--- src/sv/cdsl_pkg.sv ---
// Shared types, constants and register codes for the code diff site locator.
package cdsl_pkg;

    // Capture window and queue sizing
    localparam int CAPTURE_BYTES = 16;
    localparam int FILL_W        = $clog2(CAPTURE_BYTES) + 1;
    localparam int SITES_W       = 5;
    localparam int MAX_SITES_DEF = 8;
    localparam int QUEUE_DEPTH   = 4;
    localparam int QPTR_W        = $clog2(QUEUE_DEPTH);
    localparam int QCNT_W        = QPTR_W + 1;

    // Configuration port
    localparam int PADDR_W = 5;
    localparam int PDATA_W = 64;
    localparam logic [1:0] REG_SEGMENT_BASE   = 2'd0;
    localparam logic [1:0] REG_SEGMENT_LENGTH = 2'd1;
    localparam logic [1:0] REG_SITE_GAP       = 2'd2;
    localparam logic [7:0] SITE_GAP_RESET     = 8'd16;

    // Record kinds
    localparam logic REC_SITE    = 1'b0;
    localparam logic REC_SUMMARY = 1'b1;

    // Jump stub decode: LDR Xt, #8 followed by BR Xt
    localparam logic [31:0] LDR_MASK  = 32'hFF00_0000;
    localparam logic [31:0] LDR_MATCH = 32'h5800_0000;
    localparam logic [18:0] LDR_IMM8  = 19'd2;
    localparam logic [31:0] BR_MASK   = 32'hFFFF_FC1F;
    localparam logic [31:0] BR_MATCH  = 32'hD61F_0000;

    typedef struct packed {
        logic [7:0] live_byte;
        logic [7:0] ref_byte;
        logic       final_byte;
    } in_t;

    typedef struct packed {
        logic        record_kind;
        logic [31:0] site_offset;
        logic [31:0] run_length;
        logic [63:0] live_low;
        logic [63:0] live_high;
        logic [63:0] ref_low;
        logic [63:0] ref_high;
        logic        jump_stub;
        logic [63:0] stub_target;
        logic        target_outside;
        logic [31:0] differing_bytes;
        logic [31:0] total_sites;
    } out_t;

    typedef struct packed {
        logic [63:0] segment_base;
        logic [31:0] segment_length;
        logic [7:0]  site_gap;
    } cfg_t;

    // Queue entry: a site record or a summary; word_a/word_b carry offset and
    // length for a site, differing count and site count for a summary.
    typedef struct packed {
        logic         kind;
        logic [31:0]  word_a;
        logic [31:0]  word_b;
        logic [127:0] live;
        logic [127:0] refc;
        logic         full;
    } evt_t;

    typedef struct packed {
        logic push0;
        logic push1;
    } push_t;

    typedef struct packed {
        logic room;
        logic not_empty;
    } qstat_t;

endpackage

--- src/sv/cdsl_regs.sv ---
// Configuration register file behind the APB-style port.
module cdsl_regs (
    input  logic                           aclk,
    input  logic                           aresetn,
    input  logic                           psel,
    input  logic                           penable,
    input  logic                           pwrite,
    input  logic [cdsl_pkg::PADDR_W-1:0]   paddr,
    input  logic [cdsl_pkg::PDATA_W-1:0]   pwdata,
    output logic [cdsl_pkg::PDATA_W-1:0]   prdata,
    output logic                           pready,
    output cdsl_pkg::cfg_t                 cfg
);
    import cdsl_pkg::*;

    cfg_t       cfg_reg;
    logic       wr_en;
    logic [1:0] reg_idx;

    assign pready  = 1'b1;
    assign wr_en   = psel && penable && pwrite;
    assign reg_idx = paddr[4:3];
    assign cfg     = cfg_reg;

    // Write on the access phase
    always_ff @(posedge aclk) begin
        if (!aresetn) begin
            cfg_reg.segment_base   <= '0;
            cfg_reg.segment_length <= '0;
            cfg_reg.site_gap       <= SITE_GAP_RESET;
        end else if (wr_en) begin
            case (reg_idx)
                REG_SEGMENT_BASE:   cfg_reg.segment_base   <= pwdata;
                REG_SEGMENT_LENGTH: cfg_reg.segment_length <= pwdata[31:0];
                REG_SITE_GAP:       cfg_reg.site_gap       <= pwdata[7:0];
                default: ;
            endcase
        end
    end

    // Read back
    always_comb begin
        case (reg_idx)
            REG_SEGMENT_BASE:   prdata = cfg_reg.segment_base;
            REG_SEGMENT_LENGTH: prdata = {32'd0, cfg_reg.segment_length};
            REG_SITE_GAP:       prdata = {56'd0, cfg_reg.site_gap};
            default:            prdata = '0;
        endcase
    end

endmodule

--- src/sv/cdsl_front.sv ---
// Front end: compares byte pairs, tracks runs and capture, emits site and summary events.
module cdsl_front #(
    parameter int MAX_SITES = cdsl_pkg::MAX_SITES_DEF
) (
    input  logic             aclk,
    input  logic             aresetn,
    input  logic             accept,
    input  cdsl_pkg::in_t    in_beat,
    input  logic [7:0]       site_gap,
    output cdsl_pkg::push_t  push,
    output cdsl_pkg::evt_t   evt0,
    output cdsl_pkg::evt_t   evt1
);
    import cdsl_pkg::*;

    logic [31:0]       position_reg;
    logic              in_run_reg;
    logic [31:0]       run_start_reg;
    logic [31:0]       run_end_reg;
    logic [31:0]       diff_count_reg;
    logic [31:0]       site_total_reg;
    logic [SITES_W-1:0] sites_rec_reg;
    logic [FILL_W-1:0] fill_reg;
    logic [7:0]        cap_live_reg [CAPTURE_BYTES];
    logic [7:0]        cap_refc_reg [CAPTURE_BYTES];

    logic              diff, start_new, in_run_a, do_cap;
    logic [FILL_W-1:0] fill_a, fill_next;
    logic [31:0]       run_start_next, run_end_next;
    logic [31:0]       diff_count_next, site_total_next;
    logic              gap_close, last_close, site_close, site_rec;
    logic [7:0]        cap_live_next [CAPTURE_BYTES];
    logic [7:0]        cap_refc_next [CAPTURE_BYTES];
    logic [127:0]      live_pk, refc_pk;
    evt_t              site_evt, sum_evt;

    // Classify the byte pair and work out the run update
    always_comb begin
        diff      = in_beat.live_byte != in_beat.ref_byte;
        start_new = diff && !in_run_reg;
        in_run_a  = diff || in_run_reg;
        fill_a    = start_new ? '0 : fill_reg;
        do_cap    = in_run_a && (fill_a < FILL_W'(CAPTURE_BYTES));
        fill_next = fill_a + FILL_W'(do_cap);

        run_start_next = start_new ? position_reg : run_start_reg;
        run_end_next   = diff ? position_reg + 32'd1 : run_end_reg;

        for (int k = 0; k < CAPTURE_BYTES; k++) begin
            if (do_cap && (fill_a == FILL_W'(k))) begin
                cap_live_next[k] = in_beat.live_byte;
                cap_refc_next[k] = in_beat.ref_byte;
            end else if (start_new) begin
                cap_live_next[k] = 8'd0;
                cap_refc_next[k] = 8'd0;
            end else begin
                cap_live_next[k] = cap_live_reg[k];
                cap_refc_next[k] = cap_refc_reg[k];
            end
            live_pk[8*k +: 8] = cap_live_next[k];
            refc_pk[8*k +: 8] = cap_refc_next[k];
        end

        gap_close  = !diff && in_run_reg && (fill_next >= FILL_W'(CAPTURE_BYTES)) &&
                     ((position_reg - run_end_reg) >= {24'd0, site_gap});
        last_close = in_beat.final_byte && in_run_a && !gap_close;
        site_close = gap_close || last_close;
        site_rec   = site_close && (sites_rec_reg < SITES_W'(MAX_SITES));

        diff_count_next = diff_count_reg + 32'(diff);
        site_total_next = site_total_reg + 32'(site_close);

        site_evt.kind   = REC_SITE;
        site_evt.word_a = run_start_next;
        site_evt.word_b = run_end_next - run_start_next;
        site_evt.live   = live_pk;
        site_evt.refc   = refc_pk;
        site_evt.full   = fill_next >= FILL_W'(CAPTURE_BYTES);

        sum_evt        = '0;
        sum_evt.kind   = REC_SUMMARY;
        sum_evt.word_a = diff_count_next;
        sum_evt.word_b = site_total_next;
    end

    // Steer events onto the two queue write slots
    always_comb begin
        push.push0 = accept && (site_rec || in_beat.final_byte);
        push.push1 = accept && site_rec && in_beat.final_byte;
        evt0       = site_rec ? site_evt : sum_evt;
        evt1       = sum_evt;
    end

    // Advance stream state; drop back to reset after the final byte
    always_ff @(posedge aclk) begin
        if (!aresetn) begin
            position_reg   <= '0;
            in_run_reg     <= 1'b0;
            run_start_reg  <= '0;
            run_end_reg    <= '0;
            diff_count_reg <= '0;
            site_total_reg <= '0;
            sites_rec_reg  <= '0;
            fill_reg       <= '0;
        end else if (accept) begin
            if (in_beat.final_byte) begin
                position_reg   <= '0;
                in_run_reg     <= 1'b0;
                run_start_reg  <= '0;
                run_end_reg    <= '0;
                diff_count_reg <= '0;
                site_total_reg <= '0;
                sites_rec_reg  <= '0;
                fill_reg       <= '0;
            end else begin
                position_reg   <= position_reg + 32'd1;
                in_run_reg     <= in_run_a && !site_close;
                run_start_reg  <= run_start_next;
                run_end_reg    <= run_end_next;
                diff_count_reg <= diff_count_next;
                site_total_reg <= site_total_next;
                sites_rec_reg  <= sites_rec_reg + SITES_W'(site_rec);
                fill_reg       <= fill_next;
            end
        end
    end

    // Capture window; cleared at the start of each run
    always_ff @(posedge aclk) begin
        if (accept) begin
            for (int k = 0; k < CAPTURE_BYTES; k++) begin
                cap_live_reg[k] <= cap_live_next[k];
                cap_refc_reg[k] <= cap_refc_next[k];
            end
        end
    end

endmodule

--- src/sv/cdsl_queue.sv ---
// Event queue between front and back: up to two writes and one read per cycle.
module cdsl_queue (
    input  logic             aclk,
    input  logic             aresetn,
    input  cdsl_pkg::push_t  push,
    input  cdsl_pkg::evt_t   evt0,
    input  cdsl_pkg::evt_t   evt1,
    input  logic             pop,
    output cdsl_pkg::evt_t   head,
    output cdsl_pkg::qstat_t stat
);
    import cdsl_pkg::*;

    evt_t              q_mem [QUEUE_DEPTH];
    logic [QPTR_W-1:0] wr_ptr_reg, rd_ptr_reg;
    logic [QCNT_W-1:0] count_reg, count_next;
    logic [QPTR_W-1:0] wr_ptr_inc;

    assign wr_ptr_inc     = wr_ptr_reg + QPTR_W'(1);
    assign head           = q_mem[rd_ptr_reg];
    assign stat.not_empty = count_reg != '0;
    assign stat.room      = count_reg <= QCNT_W'(QUEUE_DEPTH - 2);
    assign count_next     = count_reg + QCNT_W'(push.push0) + QCNT_W'(push.push1)
                            - QCNT_W'(pop);

    // Store pushed events
    always_ff @(posedge aclk) begin
        if (push.push0) begin
            q_mem[wr_ptr_reg] <= evt0;
        end
        if (push.push1) begin
            q_mem[wr_ptr_inc] <= evt1;
        end
    end

    // Advance pointers and fill count
    always_ff @(posedge aclk) begin
        if (!aresetn) begin
            wr_ptr_reg <= '0;
            rd_ptr_reg <= '0;
            count_reg  <= '0;
        end else begin
            wr_ptr_reg <= wr_ptr_reg + QPTR_W'(push.push0) + QPTR_W'(push.push1);
            rd_ptr_reg <= rd_ptr_reg + QPTR_W'(pop);
            count_reg  <= count_next;
        end
    end

endmodule

--- src/sv/cdsl_back.sv ---
// Back end: stub decode, segment range check and the output register.
module cdsl_back (
    input  logic             aclk,
    input  logic             aresetn,
    input  cdsl_pkg::evt_t   head,
    input  logic             head_valid,
    input  logic [63:0]      segment_base,
    input  logic [31:0]      segment_length,
    output logic             pop,
    output logic             m_valid,
    input  logic             m_ready,
    output cdsl_pkg::out_t   m_data
);
    import cdsl_pkg::*;

    logic        m_valid_reg;
    out_t        out_reg, out_next;
    logic        load;
    logic [31:0] w0, w1;
    logic [63:0] target;
    logic        stub;
    logic [64:0] offs;
    logic        outside;

    assign load    = !m_valid_reg || m_ready;
    assign pop     = load && head_valid;
    assign m_valid = m_valid_reg;
    assign m_data  = out_reg;

    // Decode the stub and check its target against the segment
    always_comb begin
        w0     = head.live[31:0];
        w1     = head.live[63:32];
        target = head.live[127:64];
        stub   = (head.kind == REC_SITE) && head.full &&
                 ((w0 & LDR_MASK) == LDR_MATCH) && (w0[23:5] == LDR_IMM8) &&
                 ((w1 & BR_MASK) == BR_MATCH) && (w1[9:5] == w0[4:0]);
        offs    = {1'b0, target} - {1'b0, segment_base};
        outside = offs[64] || (offs[63:32] != 32'd0) || (offs[31:0] >= segment_length);

        out_next = '0;
        out_next.record_kind = head.kind;
        if (head.kind == REC_SITE) begin
            out_next.site_offset    = head.word_a;
            out_next.run_length     = head.word_b;
            out_next.live_low       = head.live[63:0];
            out_next.live_high      = head.live[127:64];
            out_next.ref_low        = head.refc[63:0];
            out_next.ref_high       = head.refc[127:64];
            out_next.jump_stub      = stub;
            out_next.stub_target    = stub ? target : 64'd0;
            out_next.target_outside = stub && outside;
        end else begin
            out_next.differing_bytes = head.word_a;
            out_next.total_sites     = head.word_b;
        end
    end

    // Hold the result until the beat is taken
    always_ff @(posedge aclk) begin
        if (!aresetn) begin
            m_valid_reg <= 1'b0;
        end else if (load) begin
            m_valid_reg <= head_valid;
        end
    end

    always_ff @(posedge aclk) begin
        if (pop) begin
            out_reg <= out_next;
        end
    end

endmodule

--- src/sv/code_diff_site_locator.sv ---
// Top level of the code diff site locator.
// Takes one live/reference byte pair per cycle for as long as the event queue has room for
// two entries; compare, counting and the 16-byte capture all finish in that cycle in the
// front end. Site records and the end summary pass through a four-entry queue to the back
// end, which decodes the jump stub, checks its target against the segment and drains one
// result per cycle into the output register while the sink keeps up; a final byte closing a
// site, the only byte with two results, does not stall input by itself. Registers sit at byte
// addresses 0, 8 and 16 and must be written only while the block is idle, which the block does not enforce.
module code_diff_site_locator #(
    parameter int MAX_SITES = cdsl_pkg::MAX_SITES_DEF
) (
    input  logic                         aclk,
    input  logic                         aresetn,
    input  logic                         s_valid,
    output logic                         s_ready,
    input  cdsl_pkg::in_t                s_data,
    output logic                         m_valid,
    input  logic                         m_ready,
    output cdsl_pkg::out_t               m_data,
    input  logic                         psel,
    input  logic                         penable,
    input  logic                         pwrite,
    input  logic [cdsl_pkg::PADDR_W-1:0] paddr,
    input  logic [cdsl_pkg::PDATA_W-1:0] pwdata,
    output logic [cdsl_pkg::PDATA_W-1:0] prdata,
    output logic                         pready
);
    import cdsl_pkg::*;

    cfg_t   cfg;
    push_t  push;
    evt_t   evt0, evt1, head;
    qstat_t stat;
    logic   accept, pop;

    assign s_ready = stat.room;
    assign accept  = s_valid && stat.room;

    cdsl_regs u_regs (
        .aclk    (aclk),
        .aresetn (aresetn),
        .psel    (psel),
        .penable (penable),
        .pwrite  (pwrite),
        .paddr   (paddr),
        .pwdata  (pwdata),
        .prdata  (prdata),
        .pready  (pready),
        .cfg     (cfg)
    );

    cdsl_front #(
        .MAX_SITES (MAX_SITES)
    ) u_front (
        .aclk     (aclk),
        .aresetn  (aresetn),
        .accept   (accept),
        .in_beat  (s_data),
        .site_gap (cfg.site_gap),
        .push     (push),
        .evt0     (evt0),
        .evt1     (evt1)
    );

    cdsl_queue u_queue (
        .aclk    (aclk),
        .aresetn (aresetn),
        .push    (push),
        .evt0    (evt0),
        .evt1    (evt1),
        .pop     (pop),
        .head    (head),
        .stat    (stat)
    );

    cdsl_back u_back (
        .aclk           (aclk),
        .aresetn        (aresetn),
        .head           (head),
        .head_valid     (stat.not_empty),
        .segment_base   (cfg.segment_base),
        .segment_length (cfg.segment_length),
        .pop            (pop),
        .m_valid        (m_valid),
        .m_ready        (m_ready),
        .m_data         (m_data)
    );

endmodule

--- config.mk ---
export PLATFORM = sky130hd
export DESIGN_NAME = code_diff_site_locator
export DESIGN_NICKNAME = d
export VERILOG_FILES = /design/src/sv/cdsl_pkg.sv /design/src/sv/cdsl_regs.sv /design/src/sv/cdsl_front.sv /design/src/sv/cdsl_queue.sv /design/src/sv/cdsl_back.sv /design/src/sv/code_diff_site_locator.sv
export SDC_FILE = /design/constraint.sdc
export NUM_CORES = 2
export LEC_CHECK = 0
export BUFFER_PORTS_ARGS = -buffer_cell sky130_fd_sc_hd__buf_4
export CORE_ASPECT_RATIO = 0.6
export CORE_MARGIN = 3
export CORE_UTILIZATION = 45
export CTS_CLUSTER_SIZE = 24
export DETAILED_ROUTE_END_ITERATION = 8
export GPL_ROUTABILITY_DRIVEN = 1
export SETUP_SLACK_MARGIN = 0.5
export SYNTH_ARGS = -nofsm -noshare
export SYNTH_HDL_FRONTEND = slang
export SYNTH_SLANG_ARGS = --single-unit
--- constraint.sdc ---
create_clock -name aclk -period 30.4 [get_ports aclk]
set_input_delay 9.12 -clock aclk [delete_from_list [all_inputs] [get_ports aclk]]
set_output_delay 9.12 -clock aclk [all_outputs]
set_load 0.005 [all_outputs]
## Word level (Yosys, flattened, before mapping)

Memory sizes are Yosys's and may differ from the RTL's. A register that Yosys moved wholly into a read port is not among the register bits.
Index checks and enable logic that the tools add are counted.

- Logic and storage cells: 216
- Input bits: 93
- Memory bits (writable): 1,544
- Output and inout port bits: 518
- Flip-flop bits (word level): 734
- Memories: 3

Memories:

| name | words | width | read ports | clocked after memory_dff | write ports | line | RTL |
|---|---|---|---|---|---|---|---|
| u_queue.q_mem | 4 | 322 | 1 | 1 | 2 | cdsl_queue.sv:14 | `evt_t q_mem [QUEUE_DEPTH];` |
| u_front.cap_live_reg | 16 | 8 | 16 | 0 | 16 | cdsl_front.sv:24 | `logic [7:0] cap_live_reg [CAPTURE_BYTES];` |
| u_front.cap_refc_reg | 16 | 8 | 16 | 0 | 16 | cdsl_front.sv:25 | `logic [7:0] cap_refc_reg [CAPTURE_BYTES];` |

- $lt $le $gt $ge: 6
- Muxes and demuxes: 84
- Equal/unequal tests: 22
- Reduce and logical (&&, ||, !) cells: 57
- Bitwise logic cells: 2
- Add/subtract/negate cells: 15

Operators by type and width:

| operator | count |
|---|---|
| $mux 8 | 64 |
| $mux 322 | 1 |
| $mux 32 | 7 |
| $pmux 64 s3 | 1 |
| $sub 64x64->65 | 1 |
| $add 32x1->32 | 2 |
| $sub 32x32->32 | 2 |
| $eq 5x4->1 const B | 8 |
| $logic_and 1x1->1 | 38 |
| $add 32x1->32 const B | 1 |
| $ge 32x32->1 | 1 |
| $ge 32x8->1 | 1 |
| $reduce_bool 32->1 | 1 |
| $eq 27x27->1 const B | 1 |
| $eq 5x3->1 const B | 4 |
| $eq 19x2->1 const B | 1 |
| $mux 5 | 3 |
| $add 5x1->5 | 2 |
| $eq 5x2->1 const B | 2 |
| $eq 8x7->1 const B | 1 |
| $ne 8x8->1 | 1 |
| $mux 1 | 7 |
| $add 2x1->2 | 3 |
| $add 3x1->3 | 2 |
| 19 further kinds | 31 |

## Longest topological paths before layout

- Depth after elaboration: 18
- Mapped depth: 33
- Gate-level depth less buffers: 32

## Cells and area by module

From an unflattened synthesis, not the netlist that was laid out.

- Cells, all modules: 9,106
- Area total of the unflattened synthesis: 118,479.9 um^2

Modules (own cells, without submodules):

| module | instances | cells an instance | area each (um^2) | seq. area each (um^2) |
|---|---|---|---|---|
| cdsl_queue | 1 | 3,155 | 62,492.4 | 38,817.2 |
| cdsl_front | 1 | 3,621 | 29,211.8 | 11,110.7 |
| cdsl_back | 1 | 1,796 | 21,951.1 | 13,563.0 |
| cdsl_regs | 1 | 533 | 4,818.4 | 2,082.0 |
| code_diff_site_locator | 1 | 1 | 6.3 | 0.0 |

## Least setup slack after synthesis

No wires, ideal clock.

- Path type: input -> register
- From: input m_ready
- To: register u_queue.count_reg[1]
- Setup time: 0.115 ns
- Arrival: 32.410 ns
- Data required time: 30.285 ns
- Stages: 7
- Slack: -2.125 ns
- Buffers on the path: 0
- Cell sequence: nand2b_1 -> nor2b_1 -> ha_1 -> inv_1 -> fa_1 -> fa_1 -> and2_1

- Word-level cells in the longest chain between the ends: 3

Ends and longest elaborated chain:

| element | line | RTL |
|---|---|---|
| from (decl) | code_diff_site_locator.sv:18 | `input logic m_ready,` |
| $logic_or 1x1->1 | cdsl_back.sv:25 | `assign load = !m_valid_reg \|\| m_ready;` |
| $logic_and 1x1->1 | cdsl_back.sv:26 | `assign pop = load && head_valid;` |
| via pop | code_diff_site_locator.sv:34 | `logic accept, pop;` |
| $sub 3x1->3 | cdsl_queue.sv:24 | `- QCNT_W'(pop);` |
| via u_queue.count_next[1] | cdsl_queue.sv:16 | `logic [QCNT_W-1:0] count_reg, count_next;` |
| to (signal assigned) | cdsl_queue.sv:45 | `count_reg <= count_next;` |
| to (decl) | cdsl_queue.sv:16 |  |

The timed path passes the listed nets, and every way through them passes these cells.
A chain may end at the register's enable or synchronous reset.

## Worst setup path after layout

- From: input paddr[4] (netlist name)
- To: output prdata[7] (netlist name)

- Word-level cells in the longest chain between the ends: 2
- Elaborated cells on any way between the ends: 4
- Those cells by class: eq/ne: 2; mux: 1; reduce/logical: 1

Ends and longest elaborated chain:

| element | line | RTL |
|---|---|---|
| from (decl) | code_diff_site_locator.sv:23 | `input logic [cdsl_pkg::PADDR_W-1:0] paddr,` |
| $eq 2x2->1 (tied with other cells) | cdsl_regs.sv:43 | `case (reg_idx)` |
| $pmux 64 s3 * | cdsl_regs.sv:43 |  |
| to (decl) | code_diff_site_locator.sv:25 | `output logic [cdsl_pkg::PDATA_W-1:0] prdata,` |

Every way passes the cells marked *; elsewhere a longest branch is shown, timed or not.

==> results.json <==
{
  "m1WireLength_um": 150700,
  "p_leak_nw": 43.68,
  "core_sq_um": 229600,
  "post_cts_resized": 0,
  "place_area_sq_um": 109900,
  "synth_top_area_cell": "edfxtp_1",
  "clk-insertion-delay-late_ns": 0.89,
  "critPathKind": "input port to output port",
  "setup_tns_ns": 0,
  "synth_edf_count": 963,
  "grt_pass1_vias": 77310,
  "ys.flop_type": "dfxtp_1",
  "async_flop_share_pct": 0,
  "dr_wl_met2_um": 147300,
  "ctsLongestPathBuffers": 4,
  "slew_violations": 0,
  "place.gp.congestion": 0.9435,
  "antenna_found_initial": 27,
  "synth_nets": 10440,
  "startpoint_type": "input port",
  "crit_required_ns": 21.28,
  "drive_above_1_share_pct": 14.49,
  "maxCapViolations": 0,
  "powerDensity_nw_per_um2": 90.25,
  "post-place-ws_ns": 10.53,
  "vias": 81010,
  "nNetsFinal": 10550,
  "wl_per_cell_um": 24.96,
  "row_count": 136,
  "drc": 0,
  "slew_headroom_pct": 15.56,
  "outcome": "finished clean",
  "cts_tree": "yes",
  "die_h_um": 378.7,
  "top_layer_used": "met5",
  "cts_setup_buffers": 0,
  "crit_fanout": 70,
  "cp.arrival_ns": 10.83,
  "grt.total_usage_pct": 27.38,
  "hp-class": "register to register",
  "globalRouteOverflowTotal": 0,
  "dr_wl_met3_um": 29630,
  "clock_skew_ns": 0.06890,
  "timing.final.setup_violations": 0,
  "largest-register": "u_queue.q_mem",
  "hold_viol_final": 0,
  "postLayoutCoreUtil_pct": 51.12,
  "firstDrtPassIters": 7,
  "ys_warn_count": 0,
  "fin_ws_ns": 10.45,
  "min_period_over_period_pct": 65.61,
  "final_cells": 13490,
  "post_synth_num_cell_types": 89,
  "dp.cells": 13090,
  "syn_inst": 10160,
  "synth_top_area_share_pct": 27.76,
  "drt_iter0_drc": 8764,
  "dieArea_sq_um": 237500,
  "endpoint_kind": "output port",
  "die_w_um": 627.1,
  "yosysSeqAreaShare_pct": 53.04,
  "grt_pass1_wl_um": 497600,
  "h-tree-depth": 4,
  "postCtsHoldBufs": 0,
  "worst_pin_slew_ns": 1.265,
  "wl_um": 336800,
  "power_mw": 10.59,
  "fillerInstances": 20390,
  "port_buffers": 606,
  "largest_register_ffs": 1288,
  "cts.reportedPaths.clkPinSlew_ns": 0.07,
  "syn_area_per_cell_sq_um": 10.25,
  "cts_sinks": 2278,
  "clockRootBuffer": "clkbuf_16",
  "fmaxAchievable_ghz": 0.05014,
  "hold_slack_ns": 0.4580,
  "synthTopCellsByArea": "edfxtp_1, dfxtp_1, mux4_2, nand3_1, o21ai_0",
  "via_per_inst": 6.003,
  "period_needed_ns": 19.95,
  "final_area_sq_um": 117300,
  "ys_ff_latch": 2278,
  "start_util_pct": 45.37,
  "grt_max_degree": 175,
  "numCtsBuffers": 219,
  "drtAntennaViolNets": 0,
  "ir_worst_vdd_mv": 0.06389,
  "areaGrowthSynthToFinish_pct": 12.65,
  "pin_count": 611,
  "syn_area_sq_um": 104200,
  "rsz0062_at_grt": "false",
  "dpl.hpwl_um": 209700
}
layout make-up:
type,instances,area [sq um],area share [%]
clock inverter,102,1182,1.008
sequential,2278,55250,47.09
tap,3036,3799,3.237
inverter,455,1723,1.468
multi-input combinational,6590,43570,37.13
timing repair buffer,726,5517,4.702
clock buffer,300,6276,5.349
antenna,7,17.52,0.01493
critical path: stages:
cell,delay [ns]
buf_4,0.60
nor2b_1,0.59
nand2_1,0.19
o21ai_0,0.13
buf_4,0.17
synthesized netlist by cell type, types with 57 or more instances:
library cell  instances
a21boi_0            119
a21o_1               62
a21oi_1             462
and2_1              234
and3_1              310
buf_2               104
buf_6                59
clkbuf_1            612
dfxtp_1            1315
edfxtp_1            963
ha_1                178
inv_1               454
mux2i_1              82
mux4_2              322
nand2_1             739
nand3_1            1109
nand4_1              57
nor2_1              249
nor2b_1             411
nor3_1               78
o21ai_0            1047
o21ai_1             215
o22ai_1             263
xnor2_1             101
xor2_1               98
per-layer routing:
layer	up-vias	GRT usage, %
met3	488	4.757
met2	3612	41.38
met4	2	7.924
li1	36860	-
met5	-	0
met1	40050	40.18
cells in the final DEF, fill, tap and decap left out, drive strengths merged, types with 82 or more instances in the layout:
master and n:
edfxtp 963, o22ai 263, buf 726, mux2i 82
inv 465, xor2 98, and2 234, dfxtp 1315
ha 178, nand3 1109, nor2 249, o21ai 1263
xnor2 101, mux4 322, a21boi 120, a21oi 466
and3 310, nor2b 411, clkbuf 300, nand2 739
cell families (layout without fill, tap and decap cells):
family,count (synthesis),after routing,share of synthesized area [%]
AOI/OAI and AO/OA,2430,2430,13.20
DFF,2278,2278,53.04
adders and majority gates,184,184,2.254
and+or+nand+nor,3319,3319,16.24
xor gates and xnor gates,199,199,1.673
muxes,457,457,8.324
buffers and inverters,1291,1583,5.264
other,1,8,0.003600
where the power goes:
part / leakage [nW] / switching, mW / internal, mW / total, mW
combinational: 20.0 / 2.18 / 1.33 / 3.51
clock: 3.66 / 1.23 / 1.64 / 2.87
sequential: 20.0 / 0.235 / 3.97 / 4.20
total: 43.7 / 3.65 / 6.94 / 10.6
final timing paths:
check	from	end	slack (ns)	depth (start not counted)
worst max-delay path	paddr[4]	prdata[7]	10.45	5
worst min-delay path	u_queue.q_mem[3][136]	u_queue.q_mem[3][136]	0.46	2
worst max register to register	u_front.position_reg[0]	u_queue.q_mem[2][287]	21.72	32
worst min register to register	u_queue.q_mem[3][136]	u_queue.q_mem[3][136]	0.46	2
Note: power is estimated with default switching activity, not from simulation.
